===== config.mk =====
export PLATFORM = sky130hd
export DESIGN_NAME = psfc_frame_acc
export DESIGN_NICKNAME = d
export VERILOG_FILES = /design/src/design/psfc_pkg.sv /design/src/design/psfc_frame_acc.sv
export SDC_FILE = /design/constraint.sdc
export NUM_CORES = 1
export LEC_CHECK = 0
export BUFFER_PORTS_ARGS = -buffer_cell sky130_fd_sc_hd__buf_2
export CORE_UTILIZATION = 28
export CTS_BUF_LIST = sky130_fd_sc_hd__clkbuf_8
export CTS_CLUSTER_SIZE = 8
export DETAILED_ROUTE_END_ITERATION = 8
export PLACE_DENSITY_LB_ADDON = 0.25
export SLEW_MARGIN = 20
export SYNTH_ARGS = -nofsm -noshare
export SYNTH_HDL_FRONTEND = slang
export SYNTH_SLANG_ARGS = --single-unit

===== constraint.sdc =====
create_clock -name clk -period 2.7 [get_ports clk]
set_clock_uncertainty 0.15 [all_clocks]
set_input_delay 0.405 -clock clk [delete_from_list [all_inputs] [get_ports clk]]
set_output_delay 0.405 -clock clk [all_outputs]
set_load 0.01 [all_outputs]

===== src/design/psfc_pkg.sv =====
// Shared types, constants and helpers of the particle sensor frame checker.
`default_nettype none

package psfc_pkg;

  localparam int FRAME_BYTES = 32;
  localparam int POS_W       = $clog2(FRAME_BYTES);

  localparam logic [7:0]  START_BYTE_ONE    = 8'h42;
  localparam logic [7:0]  START_BYTE_TWO    = 8'h4D;
  localparam logic [15:0] FRAME_LENGTH_CODE = 16'(2 * 13 + 2);
  localparam logic [POS_W-1:0] SUMMED_BYTES = POS_W'(28);

  // Frame byte positions
  localparam logic [POS_W-1:0] POS_START_ONE = POS_W'(0);
  localparam logic [POS_W-1:0] POS_START_TWO = POS_W'(1);
  localparam logic [POS_W-1:0] POS_LEN_LO    = POS_W'(2);
  localparam logic [POS_W-1:0] POS_LEN_HI    = POS_W'(3);
  localparam logic [POS_W-1:0] POS_PM1_LO    = POS_W'(4);
  localparam logic [POS_W-1:0] POS_PM1_HI    = POS_W'(5);
  localparam logic [POS_W-1:0] POS_PM25_LO   = POS_W'(6);
  localparam logic [POS_W-1:0] POS_PM25_HI   = POS_W'(7);
  localparam logic [POS_W-1:0] POS_PM10_LO   = POS_W'(8);
  localparam logic [POS_W-1:0] POS_PM10_HI   = POS_W'(9);
  localparam logic [POS_W-1:0] POS_CHECK_LO  = POS_W'(30);
  localparam logic [POS_W-1:0] POS_LAST      = POS_W'(FRAME_BYTES - 1);

  typedef enum logic [1:0] {
    ST_OK         = 2'd0,
    ST_BAD_START  = 2'd1,
    ST_BAD_LENGTH = 2'd2,
    ST_BAD_CHECK  = 2'd3
  } status_t;

  typedef struct packed {
    status_t     status;
    logic [15:0] pm1_standard;
    logic [15:0] pm25_std;
    logic [15:0] pm10_std;
    logic [15:0] received_check;
    logic [15:0] expected_check;
  } frame_result_t;

  // Place a byte in the low or high half of a word.
  function automatic logic [15:0] put_byte(input logic [15:0] word, input logic high_half,
                                           input logic [7:0] b);
    put_byte = high_half ? {b, word[7:0]} : {word[15:8], b};
  endfunction

endpackage

`default_nettype wire


===== src/design/psfc_frame_acc.sv =====
// Frame accumulator: byte position, running checksum, captured words and verdict logic.
`default_nettype none

module psfc_frame_acc
  import psfc_pkg::*;
(
  input  wire logic          clk,
  input  wire logic          rst_n,
  input  wire logic          byte_en,
  input  wire logic [7:0]    byte_in,
  output logic               frame_last,
  output frame_result_t      result
);

  logic [POS_W-1:0] pos_r,   pos_nxt;
  logic [15:0]      sum_r,   sum_nxt;
  logic             start_good_r, start_good_nxt;
  logic [15:0]      len_r,   len_nxt;
  logic [15:0]      pm1_r,   pm1_nxt;
  logic [15:0]      pm25_r,  pm25_nxt;
  logic [15:0]      pm10_r,  pm10_nxt;
  logic [7:0]       chk_lo_r, chk_lo_nxt;
  logic [15:0]      received;

  assign frame_last = (pos_r == POS_LAST);
  assign received   = {byte_in, chk_lo_r};

  always_comb begin
    pos_nxt        = pos_r;
    sum_nxt        = sum_r;
    start_good_nxt = start_good_r;
    len_nxt        = len_r;
    pm1_nxt        = pm1_r;
    pm25_nxt       = pm25_r;
    pm10_nxt       = pm10_r;
    chk_lo_nxt     = chk_lo_r;
    if (byte_en) begin
      if (pos_r < SUMMED_BYTES) begin
        sum_nxt = sum_r + {8'd0, byte_in};
      end
      case (pos_r)
        POS_START_ONE: start_good_nxt = (byte_in == START_BYTE_ONE);
        POS_START_TWO: start_good_nxt = start_good_r && (byte_in == START_BYTE_TWO);
        POS_LEN_LO, POS_LEN_HI:   len_nxt  = put_byte(len_r,  pos_r[0], byte_in);
        POS_PM1_LO, POS_PM1_HI:   pm1_nxt  = put_byte(pm1_r,  pos_r[0], byte_in);
        POS_PM25_LO, POS_PM25_HI: pm25_nxt = put_byte(pm25_r, pos_r[0], byte_in);
        POS_PM10_LO, POS_PM10_HI: pm10_nxt = put_byte(pm10_r, pos_r[0], byte_in);
        POS_CHECK_LO:             chk_lo_nxt = byte_in;
        default: ;
      endcase
      if (frame_last) begin
        // restart the frame
        pos_nxt        = '0;
        sum_nxt        = '0;
        start_good_nxt = 1'b0;
      end else begin
        pos_nxt = pos_r + POS_W'(1);
      end
    end
  end

  always_comb begin
    result.pm1_standard   = pm1_r;
    result.pm25_std       = pm25_r;
    result.pm10_std       = pm10_r;
    result.received_check = received;
    result.expected_check = sum_r;
    if (!start_good_r) begin
      result.status = ST_BAD_START;
    end else if (len_r != FRAME_LENGTH_CODE) begin
      result.status = ST_BAD_LENGTH;
    end else if (received != sum_r) begin
      result.status = ST_BAD_CHECK;
    end else begin
      result.status = ST_OK;
    end
  end

  always_ff @(posedge clk) begin
    if (!rst_n) begin
      pos_r        <= '0;
      sum_r        <= '0;
      start_good_r <= 1'b0;
      len_r        <= '0;
      pm1_r        <= '0;
      pm25_r       <= '0;
      pm10_r       <= '0;
      chk_lo_r     <= '0;
    end else begin
      pos_r        <= pos_nxt;
      sum_r        <= sum_nxt;
      start_good_r <= start_good_nxt;
      len_r        <= len_nxt;
      pm1_r        <= pm1_nxt;
      pm25_r       <= pm25_nxt;
      pm10_r       <= pm10_nxt;
      chk_lo_r     <= chk_lo_nxt;
    end
  end

endmodule

`default_nettype wire


### After elaboration in Yosys (flattened, before gate mapping)

Index checks and enable logic that the tools add are counted.

* register bits: 94
* bits of input ports: 11
* output and inout bits: 83
* word-level logic and storage cells: 58

* add/subtract/negate cells: 2
* magnitude comparators: 1
* equal/unequal tests: 15
* multiplexer cells: 8
* bitwise operators: 1
* reduce and logical (&&, ||, !) cells: 19

Operators with widths (number)
* 16-bit 2-to-1 mux: 2
* 3-bit AND reduction: 8
* 5-bit by 3-bit equality test with 1-bit output, second input constant: 4
* 16-bit by 8-bit adder with 16-bit output: 1
* 8-bit by 7-bit equality test with 1-bit output, second input constant: 2
* 16-bit != test: 1
* 16-bit by 5-bit != test with 1-bit output, second input constant: 1
* 5-bit by 2-bit equality test with 1-bit output, second input constant: 2
* 5-bit by 4-bit equality test with 1-bit output, second input constant: 2
* 5-bit equality test, second input constant: 2
* 2-bit OR reduction: 4
* 2-bit 2-to-1 mux: 3
* 2-bit AND reduction: 3
* 5-bit by 1-bit adder with 5-bit output, second input constant: 1
* 5-bit by 1-bit equality test with 1-bit output, second input constant: 1
* 5-bit zero test: 1
* 5-bit < comparator, second input constant: 1
* 5-bit 2-to-1 mux: 1
* 3-bit nonzero test: 1
* 1-bit case mux with 2 select lines: 1
* 2-bit nonzero test: 1
* 1-bit logical AND: 1
* 1-bit 2-to-1 mux: 1
* 1-bit NOT: 1

### Logic depth before layout (Yosys ltp)

* word-level depth: 4
* mapped depth: 9
* mapped depth without buffers: 8

### Worst setup path after synthesis

No wires, ideal clock.

* path type: register to register
* start: reg pos_r[1]
* end: reg sum_r[10]
* data arrival time: 1.873 ns
* required time: 2.434 ns
* setup slack: 0.561 ns
* stages on the path, launching flop included: 8
* path buffers: 0
* cells stage by stage: dfxtp_1 > ha_1 > and3_2 > ha_1 > o21ai_1 > a221oi_2 > a31oi_1 > a41o_1

* word-level cells in the longest chain between the ends: 3

Ends and longest elaborated chain
* start, declared: RTL line psfc_frame_acc.sv:15 `logic [POS_W-1:0] pos_r, pos_nxt;`
* start signal, assigned: RTL line psfc_frame_acc.sv:90 `pos_r <= pos_nxt;`
* 5-bit equality test *: RTL line psfc_frame_acc.sv:25 `assign frame_last = (pos_r == POS_LAST);`
* named net frame_last: RTL line psfc_frame_acc.sv:11 `output logic frame_last,`
* 2-bit nonzero test (no line)
* 2-bit AND reduction (no line)
* end signal, assigned: RTL line psfc_frame_acc.sv:91 `sum_r <= sum_nxt;`
* end, declared: RTL line psfc_frame_acc.sv:16 `logic [15:0] sum_r, sum_nxt;`

Mark *: on every way through the listed nets, which the timed path passes. The rest lies on a longest branch.
A chain may end at the register's enable or synchronous reset.

==> results.md <==
## Power and ir drop
- overall power of the completed layout: 2790 uW
- static leakage power: 0.00224 uW
- worst supply voltage drop on vdd: 0.419 mV
- power density normalized to cell area: 514 mW/mm^2

## STA
- unrepaired setup endpoints after global routing: false
- setup tns final: 0 ps
- final critical path time including I/O delays and setup: 2560 ps
- number of slew-limit violations in the final report: 0
- measured slew at the worst slew-check pin: 606 ps
- post-route fraction of the period consumed by the critical path: 94.9%
- worst relative slew slack: 59.5%
- hold violation count in the final report: 0
- maximum clock frequency: 390 MHz
- # setup viols final: 0
- Worst Hold Slack: 256 ps

## Critical path
- r2r endpoint: sum_r[10]
- sort of element at the start of the critical path: flop
- reg-to-reg setup timing slack: 250 ps
- critical path data required time: 2140 ps
- Setup CP Type: flop to primary output
- Reg-to-Reg Start: pos_r[0]
- R2R cell count: 7
- endpoint arrival time on the critical path: 2010 ps
- crit path capture type: primary output
- peak fanout along the critical path: 5

## GRT
- global-route wire length before repair: 19400 microns
- Overflow after GRT: 0
- number of global-route vias before repair: 3494
- initial antenna violation count: 0
- GRT Total Usage: 15.6%
- maximum number of pins on one net before global-route repair: 37

## Hold path
- cell depth of the worst hold path: 3
- type of the most critical hold path: input port to flop
- Worst Hold Endpoint: chk_lo_r[1]
- min-delay src: byte_in[1]

## Floorplanning
- effective utilization at floorplan: 28.7%
- number of ports placed on the die boundary: 94
- die area: 0.0168 sq mm
- height of the chip: 130 microns
- Die W: 130 microns
- core region area: 0.0159 sq mm
- Placement Rows: 46

## Synthesis
- Distinct cells, synth: 56
- fraction of synthesized cell area taken by the top area cell type: 41.3%
- number of enable flip-flop cells after synthesis: 0
- Netlist Area Pre-Place: 0.00456 sq mm
- Post-Syn Nets: 473
- cell type with the highest aggregate area in the netlist: sky130_fd_sc_hd__dfxtp_1
- predominant post-synthesis flop cell: sky130_fd_sc_hd__dfxtp_1
- Mean Syn Cell Area: 10.2 sq um
- number of instances in the synthesized netlist: 448
- post-synthesis sequential area ratio: 41.3%
- Yosys warning total: 0
- post-synthesis async set-or-reset flop share: 0%
- cells taking the most area after synthesis: sky130_fd_sc_hd__dfxtp_1 41%, sky130_fd_sc_hd__mux2i_1 16%, sky130_fd_sc_hd__nor2b_1 11%
- number of synthesized register bits: 94

## Clock tree
- clock latency on the worst-skew pair: 380 ps
- total clock buffers created by CTS: 9
- Clock Root Buffer: sky130_fd_sc_hd__clkbuf_8
- maximum count of clock buffers along a single path: 2
- number of H-tree levels: 3
- Clock Sink Count: 94
- clock tree from TritonCTS: built
- count of hold buffers inserted by post-cts repair: 0
- Clock Pin Slew Worst Setup and Hold Paths: 100 ps

## Final layout
- post-layout instance area: 0.00543 sq mm
- Finished Core Util: 34.2%
- ant diodes: 0
- post-layout net count: 560
- number of fill cells: 1654
- layout overhead on the synthesized area: 19.3%
- fraction of final layout cells sized beyond drive strength 1: 26.7%

## Drt
- final wirelength: 12400 microns
- number of optimization iterations in the first detailed-route pass: 4
- First DRT Iteration DRCs: 139
- post-DR vias/cell: 4.58
- via total after detailed routing: 3460
- number of nets with antenna violations after routing: 0
- Remaining DRCs: 0
- Wirelength per Cell: 16.4 microns

## Placement
- placement-stage cell area: 0.00523 sq mm
- quantity of I/O buffers inserted on ports: 93
- routability congestion estimate from global placement: 0.829
- Detail Placement HPWL: 8840 microns

## Run
- maximum capacitance violations: 0

## Outcome
- run status: complete, no violations

==> layout make-up <==
class	instances	area (sq um)	share of cell area, %
inverter	6	22.5	0.414
sequential	94	1880	34.7
clock inverter	7	72.6	1.34
multi-input combinational	313	2460	45.3
clock buffer	9	124	2.28
tap	216	270	4.97
timing repair buffer	111	601	11.1
==> routing by layer <==
metal  routed length [microns]  global-route usage (%)  vias up  part of all wire [%]
met1                      5820                    19.5     1642                    47
met4                       127                    3.97        0                   1.0
li1                          -                       -     1723                     -
met3                       639                    4.79        9                   5.2
met2                      5780                    25.9       86                    47
met5                         0                       0        -                     0
==> worst max-delay path by stage <==
stage                     depth (start not counted)  startpoint    endpoint
after floorplan                                   7    pos_r[1]   sum_r[10]
after global placement                            7  byte_in[6]  result[81]
after detailed placement                          8  byte_in[1]   sum_r[15]
after CTS                                         6    sum_r[9]  result[81]
after global routing                              6   sum_r[13]  result[81]
final                                             6   sum_r[14]  result[81]
==> cell usage in the layout (no fill, tap or decap), types with 3 or more instances in the layout <==
cell / count
sky130_fd_sc_hd__a41o_1: 3
sky130_fd_sc_hd__a21oi_1: 9
sky130_fd_sc_hd__nor2b_1: 78
sky130_fd_sc_hd__nand2b_1: 4
sky130_fd_sc_hd__nor2_1: 17
sky130_fd_sc_hd__ha_1: 13
sky130_fd_sc_hd__buf_4: 18
sky130_fd_sc_hd__xor2_1: 4
sky130_fd_sc_hd__nor3_1: 3
sky130_fd_sc_hd__buf_2: 93
sky130_fd_sc_hd__a31o_2: 3
sky130_fd_sc_hd__mux2i_1: 74
sky130_fd_sc_hd__inv_1: 6
sky130_fd_sc_hd__nand4_1: 6
sky130_fd_sc_hd__and3_1: 4
sky130_fd_sc_hd__dfxtp_1: 93
sky130_fd_sc_hd__nand2_1: 13
sky130_fd_sc_hd__a22oi_1: 3
sky130_fd_sc_hd__a32o_1: 4
sky130_fd_sc_hd__xnor2_1: 22
sky130_fd_sc_hd__nand3_1: 3
sky130_fd_sc_hd__a31oi_1: 3
sky130_fd_sc_hd__clkbuf_8: 9
sky130_fd_sc_hd__and2_1: 4
==> worst max-delay path, cell delays in order (launching register included) <==
cell and delay (ps):
sky130_fd_sc_hd__dfxtp_1 470, sky130_fd_sc_hd__xnor2_1 150, sky130_fd_sc_hd__nand4_1 170, sky130_fd_sc_hd__nor4_2 330, sky130_fd_sc_hd__buf_4 170, sky130_fd_sc_hd__a41oi_1 130
sky130_fd_sc_hd__buf_2 190
==> registers in the layout (all words and copies together), names as in the netlist <==
register / cells
chk_lo_r: 8
len_r: 16
pm10_r: 16
pm1_r: 16
pm25_r: 16
pos_r: 5
start_good_r: 1
sum_r: 16
==> power breakdown <==
part | total, uW | leakage (uW) | switching, uW | internal, uW
logic | 386 | 0.00138 | 220 | 166
registers | 1450 | 0.000760 | 35.3 | 1410
clock network | 960 | 0.0000960 | 529 | 431
==> repair_timing <==
| item | CTS | global route |
|---|---|---|
| setup buffers | 0 | 0 |
| setup endpoints to repair | 1 | 1 |
| gates resized for setup | 1 | 1 |
| endpoints found under the hold margin | 0 | 0 |
| pin swaps | 0 | 0 |
==> logic make-up (layout without fill, tap and decap cells) <==
logic type               Yosys count  count (layout)  synth area share (%)
AND/OR/NAND/NOR                  152             152                  20.7
flip-flops                        94              94                  41.3
multiplexers                      74              74                  16.3
AO/OA/AOI/OAI                     47              47                  7.80
buffers and inverters             41             133                  4.92
XOR/XNOR                          26              26                  5.00
adder cells (fa/ha/maj)           14              14                  4.01
==> Yosys cell counts (4+ instances only) <==
| library cell | count |
|---|---|
| sky130_fd_sc_hd__dfxtp_1 | 94 |
| sky130_fd_sc_hd__nor2b_1 | 78 |
| sky130_fd_sc_hd__mux2i_1 | 74 |
| sky130_fd_sc_hd__xnor2_1 | 22 |
| sky130_fd_sc_hd__nor2_1 | 17 |
| sky130_fd_sc_hd__ha_1 | 13 |
| sky130_fd_sc_hd__nand2_1 | 13 |
| sky130_fd_sc_hd__clkbuf_1 | 12 |
| sky130_fd_sc_hd__buf_4 | 10 |
| sky130_fd_sc_hd__a21oi_1 | 9 |
| sky130_fd_sc_hd__buf_2 | 8 |
| sky130_fd_sc_hd__inv_1 | 6 |
| sky130_fd_sc_hd__nand4_1 | 6 |
| sky130_fd_sc_hd__a32o_1 | 4 |
| sky130_fd_sc_hd__and2_1 | 4 |
| sky130_fd_sc_hd__and3_1 | 4 |
| sky130_fd_sc_hd__nand2b_1 | 4 |
| sky130_fd_sc_hd__xor2_1 | 4 |
==> stage by stage <==
step           cells  worst slack [ps]
6_report         756               139
5_1_grt          756              11.9
4_1_cts          756              28.8
3_5_place_dp     740               174
3_3_place_gp     740               225
2_1_floorplan    448               561
No activity file was read; power rests on OpenSTA's default activity.
